**config.mk**
```make
export PLATFORM = sky130hd
export DESIGN_NAME = dds_sine_tone_generator
export DESIGN_NICKNAME = d
export VERILOG_FILES = /design/src/rtl/core/dds_pkg.sv /design/src/rtl/core/dds_inc_div.sv /design/src/rtl/core/dds_scale.sv /design/src/rtl/core/dds_sine_tone_generator.sv
export SDC_FILE = /design/constraint.sdc
export NUM_CORES = 1
export LEC_CHECK = 0
export ABC_AREA = 1
export ABC_CLOCK_PERIOD_IN_PS = 7470
export BUFFER_PORTS_ARGS = -buffer_cell sky130_fd_sc_hd__buf_4
export CELL_PAD_IN_SITES_DETAIL_PLACEMENT = 1
export CELL_PAD_IN_SITES_GLOBAL_PLACEMENT = 1
export CORE_UTILIZATION = 40
export CTS_CLUSTER_DIAMETER = 120
export DETAILED_ROUTE_END_ITERATION = 10
export HOLD_SLACK_MARGIN = 0.08
export PLACE_DENSITY_LB_ADDON = 0.12
export SYNTH_ARGS = -nofsm -noshare
export SYNTH_HDL_FRONTEND = slang
export SYNTH_SLANG_ARGS = --single-unit
export TNS_END_PERCENT = 30
```
**constraint.sdc**
```tcl
create_clock -name clk -period 7.47 [get_ports clk]
set_clock_uncertainty 0.1 [all_clocks]
set_input_delay 0.747 -clock clk [delete_from_list [all_inputs] [get_ports clk]]
set_output_delay 0.747 -clock clk [all_outputs]
set_load 0.05 [all_outputs]
```
**src/rtl/core/dds_pkg.sv**
```systemverilog
// Shared types, constants and the sine table for the DDS tone generator.
package dds_pkg;

  localparam int CLOCK_HZ_DEF = 16000000;
  localparam int FREQ_W       = 16;
  localparam int INC_SHIFT    = 24;
  localparam int PHASE_W      = 16;
  localparam int IDX_W        = 6;
  localparam int VOL_W        = 8;
  localparam int SAMPLE_W     = 8;
  localparam int CFG_IDX_W    = 2;
  localparam int CFG_DATA_W   = 16;
  localparam logic [VOL_W-1:0] VOL_RESET = 8'd255;

  typedef enum logic [CFG_IDX_W-1:0] {
    CFG_ENABLE = 2'd0,
    CFG_FREQ   = 2'd1,
    CFG_VOLUME = 2'd2
  } cfg_idx_t;

  typedef struct packed {
    logic               busy;
    logic [PHASE_W-1:0] inc;
  } div_status_t;

  function automatic logic [SAMPLE_W-1:0] sine_rom(input logic [IDX_W-1:0] idx);
    logic [SAMPLE_W-1:0] v;
    case (idx)
      6'd0:  v = 8'd127;  6'd1:  v = 8'd139;  6'd2:  v = 8'd151;  6'd3:  v = 8'd163;
      6'd4:  v = 8'd175;  6'd5:  v = 8'd186;  6'd6:  v = 8'd197;  6'd7:  v = 8'd207;
      6'd8:  v = 8'd216;  6'd9:  v = 8'd225;  6'd10: v = 8'd232;  6'd11: v = 8'd239;
      6'd12: v = 8'd244;  6'd13: v = 8'd248;  6'd14: v = 8'd251;  6'd15: v = 8'd253;
      6'd16: v = 8'd254;  6'd17: v = 8'd253;  6'd18: v = 8'd251;  6'd19: v = 8'd248;
      6'd20: v = 8'd244;  6'd21: v = 8'd239;  6'd22: v = 8'd232;  6'd23: v = 8'd225;
      6'd24: v = 8'd216;  6'd25: v = 8'd207;  6'd26: v = 8'd197;  6'd27: v = 8'd186;
      6'd28: v = 8'd175;  6'd29: v = 8'd163;  6'd30: v = 8'd151;  6'd31: v = 8'd139;
      6'd32: v = 8'd127;  6'd33: v = 8'd114;  6'd34: v = 8'd102;  6'd35: v = 8'd90;
      6'd36: v = 8'd78;   6'd37: v = 8'd67;   6'd38: v = 8'd56;   6'd39: v = 8'd46;
      6'd40: v = 8'd37;   6'd41: v = 8'd28;   6'd42: v = 8'd21;   6'd43: v = 8'd14;
      6'd44: v = 8'd9;    6'd45: v = 8'd5;    6'd46: v = 8'd2;    6'd47: v = 8'd1;
      6'd48: v = 8'd1;    6'd49: v = 8'd1;    6'd50: v = 8'd2;    6'd51: v = 8'd5;
      6'd52: v = 8'd9;    6'd53: v = 8'd14;   6'd54: v = 8'd21;   6'd55: v = 8'd28;
      6'd56: v = 8'd37;   6'd57: v = 8'd46;   6'd58: v = 8'd56;   6'd59: v = 8'd67;
      6'd60: v = 8'd78;   6'd61: v = 8'd90;   6'd62: v = 8'd102;  6'd63: v = 8'd114;
      default: v = 8'd127;
    endcase
    return v;
  endfunction

endpackage

```
**src/rtl/core/dds_inc_div.sv**
```systemverilog
// Phase increment (freq << 24) / CLOCK_HZ: reciprocal multiply, then one correction step.
module dds_inc_div #(
  parameter int CLOCK_HZ = dds_pkg::CLOCK_HZ_DEF
) (
  input  logic                        clk,
  input  logic                        rst_n,
  input  logic                        start,
  input  logic [dds_pkg::FREQ_W-1:0]  freq,
  output dds_pkg::div_status_t        status
);
  import dds_pkg::*;

  // estimate = (freq * floor(2^40 / CLOCK_HZ)) >> 16 is the quotient or one below it
  localparam int RECIP_SHIFT = FREQ_W;
  localparam longint unsigned RECIP =
    (64'd1 << (INC_SHIFT + RECIP_SHIFT)) / 64'(CLOCK_HZ);
  localparam int RECIP_W = $clog2(RECIP + 64'd1);
  localparam int PROD_W  = FREQ_W + RECIP_W;
  // remainder stays below 2 * CLOCK_HZ, so its low REM_W bits are enough
  localparam int REM_W   = $clog2(CLOCK_HZ + 1) + 1;
  localparam logic [REM_W-1:0]  DIVISOR = REM_W'(CLOCK_HZ);
  localparam logic [PROD_W-1:0] RECIP_P = PROD_W'(RECIP);

  logic [1:0]         cnt_r;
  logic [PHASE_W-1:0] inc_r;
  logic [RECIP_W-1:0] est_r;
  logic [REM_W-1:0]   num_lo_r;
  logic [REM_W-1:0]   back_r;

  logic [PROD_W-1:0]  prod;
  logic [REM_W-1:0]   rem;
  logic               fix;

  always_comb begin
    prod = PROD_W'(freq) * RECIP_P;
    rem  = num_lo_r - back_r;
    fix  = (rem >= DIVISOR);
  end

  // start: estimate; next cycle: estimate * CLOCK_HZ; last cycle: correct by one
  always_ff @(posedge clk) begin
    if (!rst_n) begin
      cnt_r <= '0;
      inc_r <= '0;
    end else if (start) begin
      cnt_r <= 2'd2;
    end else if (cnt_r != '0) begin
      cnt_r <= cnt_r - 2'd1;
      if (cnt_r == 2'd1) begin
        inc_r <= PHASE_W'(est_r) + PHASE_W'(fix);
      end
    end
  end

  always_ff @(posedge clk) begin
    if (start) begin
      est_r    <= prod[PROD_W-1 -: RECIP_W];
      num_lo_r <= REM_W'({freq, INC_SHIFT'(0)});
    end
    if (cnt_r == 2'd2) begin
      back_r <= REM_W'(est_r) * DIVISOR;
    end
  end

  assign status.busy = (cnt_r != '0);
  assign status.inc  = inc_r;

endmodule

```
**src/rtl/core/dds_scale.sv**
```systemverilog
// Sine table lookup and volume scaling, floor(volume * v / 255).
module dds_scale (
  input  logic [dds_pkg::IDX_W-1:0]    idx,
  input  logic [dds_pkg::VOL_W-1:0]    volume,
  output logic [dds_pkg::SAMPLE_W-1:0] sample
);
  import dds_pkg::*;

  logic [SAMPLE_W-1:0]        rom_v;
  logic [VOL_W+SAMPLE_W-1:0]  prod;
  logic [VOL_W+SAMPLE_W-1:0]  sum;

  // exact divide by 255 for products below 2^16: (p + (p >> 8) + 1) >> 8
  always_comb begin
    rom_v  = sine_rom(idx);
    prod   = (VOL_W + SAMPLE_W)'(volume) * (VOL_W + SAMPLE_W)'(rom_v);
    sum    = prod + (prod >> 8) + (VOL_W + SAMPLE_W)'(1);
    sample = sum[VOL_W+SAMPLE_W-1:8];
  end

endmodule

```
**src/rtl/core/dds_sine_tone_generator.sv**
```systemverilog
// s1_idx_r, then out_data_r register an accepted tick's sample word; 1 word/cycle when not stalled.
// A tone_freq write starts a 3-step increment calculation; in_stall stays high while it runs.
// The phase adder and table/scale stage otherwise give one word a cycle while out_stall is low.
// Synchronous reset clears phase, pipeline valids, enable, frequency; volume resets to 255.
// Ticks taken while disabled, or with tick low, yield no word and keep the phase.
module dds_sine_tone_generator #(
  parameter int CLOCK_HZ = dds_pkg::CLOCK_HZ_DEF
) (
  input  logic                             clk,
  input  logic                             rst_n,
  input  logic                             in_valid,
  output logic                             in_stall,
  input  logic                             in_tick,
  output logic                             out_valid,
  input  logic                             out_stall,
  output logic [dds_pkg::SAMPLE_W-1:0]     out_pwm_compare,
  input  logic                             cfg_wr_en,
  input  logic [dds_pkg::CFG_IDX_W-1:0]    cfg_index,
  input  logic [dds_pkg::CFG_DATA_W-1:0]   cfg_data
);
  import dds_pkg::*;

  logic                enable_r;
  logic [VOL_W-1:0]    volume_r;
  logic [PHASE_W-1:0]  phase_r;
  logic                s1_vld_r;
  logic [IDX_W-1:0]    s1_idx_r;
  logic                out_valid_r;
  logic [SAMPLE_W-1:0] out_data_r;

  div_status_t         div_st;
  logic                freq_wr;
  logic                in_accept;
  logic                take;
  logic                s1_adv;
  logic [PHASE_W-1:0]  phase_nxt;
  logic [SAMPLE_W-1:0] sample;

  assign freq_wr   = cfg_wr_en && (cfg_idx_t'(cfg_index) == CFG_FREQ);
  assign s1_adv    = !out_valid_r || !out_stall;
  assign in_stall  = div_st.busy || (s1_vld_r && !s1_adv);
  assign in_accept = in_valid && !in_stall;
  assign take      = in_accept && in_tick && enable_r;
  assign phase_nxt = phase_r + div_st.inc;

  dds_inc_div #(
    .CLOCK_HZ(CLOCK_HZ)
  ) u_inc_div (
    .clk   (clk),
    .rst_n (rst_n),
    .start (freq_wr),
    .freq  (cfg_data[FREQ_W-1:0]),
    .status(div_st)
  );

  dds_scale u_scale (
    .idx   (s1_idx_r),
    .volume(volume_r),
    .sample(sample)
  );

  always_ff @(posedge clk) begin
    if (!rst_n) begin
      enable_r <= 1'b0;
      volume_r <= VOL_RESET;
    end else if (cfg_wr_en) begin
      case (cfg_idx_t'(cfg_index))
        CFG_ENABLE: enable_r <= cfg_data[0];
        CFG_VOLUME: volume_r <= cfg_data[VOL_W-1:0];
        default: ;
      endcase
    end
  end

  // advance phase only on an enabled tick
  always_ff @(posedge clk) begin
    if (!rst_n) begin
      phase_r  <= '0;
      s1_vld_r <= 1'b0;
    end else if (take) begin
      phase_r  <= phase_nxt;
      s1_vld_r <= 1'b1;
    end else if (s1_adv) begin
      s1_vld_r <= 1'b0;
    end
  end

  always_ff @(posedge clk) begin
    if (take) begin
      s1_idx_r <= phase_nxt[PHASE_W-1 -: IDX_W];
    end
  end

  always_ff @(posedge clk) begin
    if (!rst_n) begin
      out_valid_r <= 1'b0;
    end else if (s1_adv) begin
      out_valid_r <= s1_vld_r;
    end
  end

  always_ff @(posedge clk) begin
    if (s1_adv && s1_vld_r) begin
      out_data_r <= sample;
    end
  end

  assign out_valid       = out_valid_r;
  assign out_pwm_compare = out_data_r;

`ifndef ASSERT_OFF
  a_busy_stalls: assert property (@(posedge clk) disable iff (!rst_n)
    div_st.busy |-> in_stall)
    else $error("input taken while increment division runs");

  a_freq_starts_div: assert property (@(posedge clk) disable iff (!rst_n)
    freq_wr |=> div_st.busy)
    else $error("frequency write did not start the divider");

  a_take_fills_s1: assert property (@(posedge clk) disable iff (!rst_n)
    take |=> s1_vld_r)
    else $error("enabled tick lost before the scale stage");

  a_phase_hold: assert property (@(posedge clk) disable iff (!rst_n)
    !take |=> $stable(phase_r))
    else $error("phase moved without an enabled tick");

  a_s1_hold: assert property (@(posedge clk) disable iff (!rst_n)
    (s1_vld_r && !s1_adv) |=> (s1_vld_r && $stable(s1_idx_r)))
    else $error("stalled stage word dropped or changed");
`endif

endmodule

```
# --- Word level (Yosys, flattened, before mapping) ---
# Memories as Yosys holds them, arrays and structs flattened. A register that Yosys moved wholly into a read port is not among the register bits.
# Cells that the tools add are included.
# W data, S select, Z words.
totals:
  regBits: 92
  mem_bits_ro: 512
  inputBits: 24
  out_inout_bits: 10
  elab_cells: 55
  memories: 1
classes:
  n_addsub: 6
  multipliers: 3
  order_cmp: 1
  eq_ne: 4
  n_mux: 5
  bitwise_logic: 2
  n_reduce_logical: 20
mem_list:
  columns: ["memory", "depth", "width", "read_ports", "rd_ports_with_merged_regs", "wr", "line_no", "text"]
  rows:
  - ["(no name shown)", 64, 8, 1, 1, 0, "dds_pkg.sv:28", "case (idx)"]
ops:
  columns: ["cell", "count"]
  rows:
  - ["$mul A16 B17 Y33 const B", 1]
  - ["$ge A25 B24 Y1 const B", 1]
  - ["$sub A25 B25 Y25", 1]
  - ["$mul A17 B14 Y15 const B", 1]
  - ["$add A16 B1 Y16", 1]
  - ["$add A16 B1 Y16 const B", 1]
  - ["$add A16 B16 Y16", 1]
  - ["$add A16 B8 Y16", 1]
  - ["$mul A8 B8 Y16", 1]
  - ["$logic_and A1 B1 Y1", 6]
  - ["$mux W6", 1]
  - ["$reduce_bool A2 Y1", 3]
  - ["$eq A2 B1 Y1 const B", 2]
  - ["$eq A2 B2 Y1 const B", 2]
  - ["$logic_not A1 Y1", 4]
  - ["$mux W2", 2]
  - ["$reduce_and A2 Y1", 2]
  - ["$reduce_and A3 Y1", 1]
  - ["$logic_not A2 Y1", 1]
  - ["$logic_or A1 B1 Y1", 2]
  - ["$mux W1", 2]
  - ["$not A1 Y1", 2]
  - ["$reduce_or A2 Y1", 1]
  - ["$sub A2 B1 Y2 const B", 1]

# --- Longest topological paths before layout ---
# Gate-level depths: netlist of the first run.
depth:
  ltp_word: 10
  mapped_depth: 31
  depth_no_buf: 30

# --- Hierarchy ---
# Synthesis of the first run repeated with hierarchy kept, for this count alone.
unflattened:
  hier_cells: 1995
  area_unflattened_um2: 14644.0
by_module_without_submodules:
  columns: ["module", "instances", "cells_per_inst", "area_per_inst_um2", "seq_area_each_um2"]
  rows:
  - ["dds_inc_div", 1, 1095, 8800.9, 1321.3]
  - ["dds_scale", 1, 553, 3427.0, 0.0]
  - ["dds_sine_tone_generator", 1, 347, 2416.1, 960.9]

# --- Worst setup path before layout of the first run ---
# Ideal clock, no wire load.
synth_timing:
  path_kind: "input port to flip-flop"
  startpoint: "in cfg_data[13] (netlist name)"
  endpoint: "reg u_inc_div.est_r[13], data pin"
  setup_ns: 0.260
  arrival_ns: 5.206
  t_required_ns: 7.110
  slack_ns: 1.904
  path_stages: 18
  n_path_buf: 0
  cell_sequence: "fa_1 inv_1 fa_1 fa_1 inv_1 fa_1 fa_1 inv_1 fa_1 inv_1 ha_1 nand2_1 nor2_1 nor2_1 o21ai_0 a221oi_1 nand2_1 xor2_1"
synth_via:
  elab_chain_len: 1
synth_lines:
  columns: ["item", "line_no", "text"]
  rows:
  - ["start, declared", "dds_sine_tone_generator.sv:19", "input logic [dds_pkg::CFG_DATA_W-1:0] cfg_data"]
  - ["$mul A16 B17 Y33", "dds_inc_div.sv:35", "prod = PROD_W'(freq) * RECIP_P;"]
  - ["via u_inc_div.prod[29]", "dds_inc_div.sv:30", "logic [PROD_W-1:0] prod;"]
  - ["end signal, assigned", "dds_inc_div.sv:57", "est_r <= prod[PROD_W-1 -: RECIP_W];"]
  - ["end, declared", "dds_inc_div.sv:26", "logic [RECIP_W-1:0] est_r;"]
# The timed path passes the listed nets, and every way through them passes these cells.
# A chain may end at the register's enable or synchronous reset.

# --- Final worst setup path of the first run ---
layout_timing:
  startpoint: "reg u_scale.rom_v[7] (netlist name)"
  endpoint: "reg out_data_r[1] (netlist: out_pwm_compare[1]), data pin"
layout_via:
  elab_chain_len: 3
layout_lines:
  columns: ["item", "line_no", "text"]
  rows:
  - ["$mul A8 B8 Y16", "dds_scale.sv:16", "prod = (VOL_W + SAMPLE_W)'(volume) * (VOL_W + SAMPLE_W)'(rom_v);"]
  - ["$add A16 B8 Y16", "dds_scale.sv:17", "sum = prod + (prod >> 8) + (VOL_W + SAMPLE_W)'(1);"]
  - ["$add A16 B1 Y16", "dds_scale.sv:17", null]
  - ["via sample[1]", "dds_sine_tone_generator.sv:37", "logic [SAMPLE_W-1:0] sample;"]
  - ["end signal, assigned", "dds_sine_tone_generator.sv:104", "out_data_r <= sample;"]
  - ["end, declared", "dds_sine_tone_generator.sv:29", "logic [SAMPLE_W-1:0] out_data_r;"]
# The timed path passes the listed nets, and every way through them passes these cells.

==> impl_metrics.csv, run 1 <==
group,metric,value,unit
critical_path,critPathMaxFanout,8,
clock_tree,clkLatencyLatePin,0.37,ns
timing,worstMarginPinSlew,0.990,ns
grt,grt_usage,21.8,%
final_layout,drive_gt1_share,6.66,%
timing,relSlewSlack,33.6,%
floorplanning,ios,34,
grt,grt_pass1_vias,12683,
logic_synthesis,ys_seq_area_share,16.9,%
floorplanning,fp.dieW,192,microns
logic_synthesis,yosys-top-cells-area,"ha_1 (21%), fa_1 (17%), inv_1 (11%)",
detailed_routing,routed_via_density,5.00,
clock_tree,cts_sinks,99,
critical_path,path_class,"flip-flop to flip-flop",
logic_synthesis,postSynth.asyncResetShare,0,%
floorplanning,coreArea,35600,sq um
logic_synthesis,ys_warn_count,0,
floorplanning,die_y,192,microns
detailed_routing,ant_nets,0,
timing,fin_crit_sh,77.8,%
job,drv_cap,0,
detailed_routing,drt-total-wl,38.0,mm
grt,antenna_found_initial,0,
run_status,status,"completed",
placement,portBuffers,33,
grt,gr-total-overflow,0,
clock_tree,htree_num_levels,3,
clock_tree,cts_resized,0,
logic_synthesis,yosysTopAreaCellShare,20.7,%
critical_path,required,7.48,ns
detailed_routing,vias,11768,
logic_synthesis,yosysTopAreaCell,"ha_1",
clock_tree,clk_path_buf_depth,2,
floorplanning,die_area,36900,sq um
detailed_routing,first_pass_iters,7,
clock_tree,path_clk_slew,0.08,ns
placement,place_hpwl,32.7,mm
clock_tree,post_cts_buffers,0,
logic_synthesis,synthCells,1874,
floorplanning,start_util,40.7,%
placement,gp_congestion,0.911,
logic_synthesis,syn_area,14500,sq um
logic_synthesis,ys_seq_elements,99,
logic_synthesis,syn_nets,2261,
final_layout,fin_nets,2275,
floorplanning,rows,69,
clock_tree,hold_buffers,0,
timing,setup_viol,0,
clock_tree,cts_tree,"done",
detailed_routing,wl_per_cell,16.1,microns
grt,grt_max_degree,28,
timing,fmax,0.172,GHz
placement,place_area,15200,sq um
final_layout,postLayoutCellArea,15500,sq um
hold_path,hold_path.class,"flip-flop to flip-flop",
logic_synthesis,synth_cell_types,50,
timing,tns,0,ns
timing,maxSlewViolCount,0,
logic_synthesis,ys.flop_type,"dfxtp_1",
logic_synthesis,synth_edf_count,46,
placement,dp_cells,2338,
critical_path,arrival,5.82,ns
grt,grt_pass1_wl,63.2,mm
detailed_routing,drt-initial-drc-count,339,
timing,period_needed,5.81,ns
clock_tree,numCtsBuffers,9,
final_layout,finalNonFillerCells,2354,
critical_path,start_kind,"flip-flop",
clock_tree,cts_root_buf,"clkbuf_16",
critical_path,endpoint_kind,"flip-flop",
timing,finalHoldViolCount,0,
timing,rsz0062_at_grt,"false",
final_layout,syn2layout_area_growth,6.91,%
final_layout,diodes,0,
detailed_routing,drc,0,
logic_synthesis,synth_area_per_cell,7.72,sq um
## logic make-up after synthesis
logic type | share of synthesized area [%]
compound gates | 6.09
flops | 16.9
xor+xnor | 4.78
fa+ha+maj | 37.8
buf+inv | 12.2
simple gates | 22.3
## layout by cell type (no fill, tap or decap), drive strengths merged, types with 30 or more instances in the layout
| cell | synthesis | final |
|---|---|---|
| a21oi | 73 | 73 |
| buf | 14 | 35 |
| dfxtp | 53 | 53 |
| edfxtp | 46 | 46 |
| fa | 123 | 123 |
| ha | 240 | 240 |
| inv | 426 | 430 |
| nand2 | 400 | 400 |
| nand3 | 113 | 113 |
| nor2 | 129 | 129 |
| o21ai | 56 | 56 |
| xnor2 | 30 | 30 |
| xor2 | 46 | 46 |
## cell type report
class / count / area (sq um)
flip-flops and latches: 99 / 2440
fillers: 4410 / 20100
well taps: 461 / 577
multi-input cells: 1316 / 10300
inverters: 427 / 1610
repair buffers: 35 / 263
clock buffers: 10 / 250
clock inverters: 6 / 60.1
## metrics by stage
| stage | setup slack (ns) | util, % | hold slack [ns] |
|---|---|---|---|
| floorplan | 1.90 | - | 0.349 |
| global placement | 1.53 | 42.6 | 0.358 |
| detailed placement | 1.34 | 42.6 | 0.364 |
| CTS | 1.66 | 43.5 | 0.376 |
| global route | 1.27 | 43.5 | 0.411 |
| finish | 1.66 | 43.5 | 0.372 |
## registers in the layout, indices dropped and copies added (netlist names)
signal and flops:
s1_idx_r 6, out_valid 1, u_inc_div.est_r 16, u_scale.rom_v 8, s1_vld_r 1, out_pwm_compare 8, u_inc_div.num_lo_r 1, u_inc_div.back_r 15
enable_r 1, volume_r 8, u_inc_div.cnt_r 2, u_inc_div.inc_r 16, phase_r 16
## worst max-delay path, cell delays in order, from the launching register on
cell     delay, ns
dfxtp_1       0.55
nand2_1       0.14
fa_1          0.52
fa_1          0.54
inv_1         0.05
fa_1          0.52
inv_1         0.05
fa_1          0.54
inv_1         0.05
ha_1          0.34
nand2_1       0.10
inv_1         0.05
nand2_1       0.06
nand2_1       0.06
nand2_1       0.12
nand3_2       0.09
a21oi_1       0.14
nor2_1        0.05
nor2_1        0.10
xor2_1        0.26
ha_1          0.32
inv_1         0.12
nor2_2        0.08
a21oi_1       0.24
nand3_2       0.17
xor2_1        0.17
## layer usage
metal	vias up	share of wire, %	track usage [%]
li1	5893	-	-
met1	5764	46	27.3
met2	80	51	40.0
met3	31	1.2	1.86
met4	0	1.4	5.12
met5	-	0	0
## final timing paths
check / slack (ns) / cells past startpoint / end / from
min: 0.37 / 2 / phase_r[13] / phase_r[13]
max: 1.66 / 25 / out_pwm_compare[1] / u_scale.rom_v[7]
max reg2reg: 1.66 / 25 / out_pwm_compare[1] / u_scale.rom_v[7]
min reg2reg: 0.37 / 2 / phase_r[13] / phase_r[13]
## synthesized netlist by cell type (2+ instances only)
master	number
a21o_1	5
a21oi_1	70
a21oi_2	3
a221oi_1	2
a31oi_1	6
and2_1	9
buf_1	8
buf_6	4
clkbuf_1	18
dfxtp_1	53
edfxtp_1	46
fa_1	123
ha_1	240
inv_1	415
inv_2	10
nand2_1	378
nand2_2	20
nand2_4	2
nand3_1	102
nand3_2	10
nand3b_1	7
nand4_1	21
nor2_1	114
nor2_2	10
nor2_4	4
nor3_1	18
nor3_2	2
nor4_1	10
o211ai_1	10
o21ai_0	50
o21ai_1	5
o21bai_1	5
or2_2	5
xnor2_1	29
xor2_1	45
Power of run 1 is left out: the tool's default activity adds up to more than one toggle a clock period on the data nets, which glitch-free logic cannot reach.
==> run 2: changes to the inputs <==
- ABC_CLOCK_PERIOD_IN_PS: 7470 -> 5300
- clock period: 7.47 -> 5.3 ns (I/O delays scaled with it)
==> impl_metrics.csv, run 2 (synthesis results as in run 1) <==
group,metric,value,unit
floorplanning,start_util,40.7,%
final_layout,fin_nets,2429,
detailed_routing,drt-total-wl,39.6,mm
placement,gp_congestion,0.861,
clock_tree,numCtsBuffers,9,
critical_path,arrival,5.21,ns
critical_path,required,5.32,ns
critical_path,endpoint_kind,"flip-flop",
grt,grt_usage,22.3,%
detailed_routing,routed_via_density,4.95,
timing,relSlewSlack,35.0,%
placement,portBuffers,33,
grt,grt_max_degree,28,
final_layout,drive_gt1_share,18.7,%
critical_path,path_class,"input port to flip-flop",
floorplanning,ios,34,
clock_tree,htree_num_levels,3,
floorplanning,fp.dieW,192,microns
floorplanning,die_y,192,microns
critical_path,r2r_cells,27,
clock_tree,cts_tree,"done",
detailed_routing,wl_per_cell,15.8,microns
clock_tree,cts_sinks,99,
timing,rsz0062_at_grt,"true",
final_layout,diodes,0,
final_layout,layout_commonest_cell,"inv_1",
placement,place_hpwl,33.9,mm
clock_tree,hold_buffers,0,
detailed_routing,first_pass_iters,5,
critical_path,critPathMaxFanout,4,
timing,fmax,0.193,GHz
clock_tree,cts_root_buf,"clkbuf_16",
detailed_routing,drt-initial-drc-count,353,
detailed_routing,vias,12403,
clock_tree,path_clk_slew,0.07,ns
timing,finalHoldViolCount,0,
job,drv_cap,0,
floorplanning,rows,69,
grt,gr-total-overflow,0,
run_status,status,"completed",
timing,tns,0,ns
final_layout,reg_top3,"phase_r: 16 flops, u_inc_div.est_r: 16 flops, u_inc_div.inc_r: 16 flops",
final_layout,layout_common_cells,"inv_1 (404), nand2_1 (353), ha_1 (224), buf_4 (182), fa_1 (119)",
grt,antenna_found_initial,0,
grt,grt_pass1_wl,65.1,mm
critical_path,start_kind,"input port",
hold_path,holdPathStages,3,
timing,period_needed,5.19,ns
timing,maxSlewViolCount,0,
hold_path,hold_path.class,"input port to flip-flop",
detailed_routing,ant_nets,0,
final_layout,syn2layout_area_growth,18.7,%
timing,fin_crit_sh,98.0,%
clock_tree,clkLatencyLatePin,0.37,ns
grt,grt_pass1_vias,13449,
detailed_routing,drc,0,
floorplanning,coreArea,35600,sq um
timing,worstMarginPinSlew,0.969,ns
final_layout,postLayoutCellArea,17200,sq um
timing,setup_viol,0,
placement,place_area,16300,sq um
floorplanning,die_area,36900,sq um
clock_tree,clk_path_buf_depth,2,
[run 2: area by class of cell]
cell class	instances	area, sq um
clock buffers	9	225
clock inverters	7	60.1
fillers	4392	18400
inverters	427	1610
multi-input cells	1316	10800
flip-flops and latches	99	2470
well taps	461	577
repair buffers	189	1450
[run 2: through the flow]
step	cells	setup WS [ns]	hold slack (ns)	utilization [%]
3_5_place_dp	2485	-0.419	0.370	45.8
4_1_cts	2502	-0.00874	0.319	47.1
3_3_place_gp	2485	-0.308	0.360	45.8
2_1_floorplan	1874	-0.0296	0.349	-
5_1_grt	2508	-0.0763	0.363	48.3
6_report	2508	0.107	0.334	48.3
[run 2: critical path: stages]
cell and delay, ns:
buf_4 0.13, fa_1 0.59, inv_2 0.05, fa_1 0.47
fa_1 0.51, inv_1 0.05, fa_1 0.48, fa_1 0.57
inv_1 0.06, fa_1 0.53, inv_1 0.06, ha_4 0.24
nand2_4 0.08, buf_4 0.12, o21ai_1 0.07, a21oi_1 0.19
nand3_2 0.18, buf_6 0.16, xor2_1 0.13
[run 2: layer usage]
metal  routed length [microns]  vias to the layer above  GRT usage (%)
met2                     20800                      103           42.2
met4                       695                        0           5.30
met1                     17400                     6061           26.7
li1                          -                     6199              -
met5                         0                        -              0
met3                       653                       40           2.32
[run 2: worst paths after layout]
check	startpoint	endpoint	slack (ns)
setup / recovery	cfg_data[15]	u_inc_div.est_r[4]	0.11
hold / removal	out_stall	out_valid	0.33
setup reg to reg	volume_r[5]	out_pwm_compare[4]	0.16
hold reg to reg	phase_r[13]	phase_r[13]	0.38
[run 2: timing repair]
item                                    in CTS  in global routing
endpoints found under the setup margin      11                 22
pin swaps                                   11                 60
buffers inserted                             1                  7
resized for setup                           38                 98
Power of run 2 is left out for the same reason.
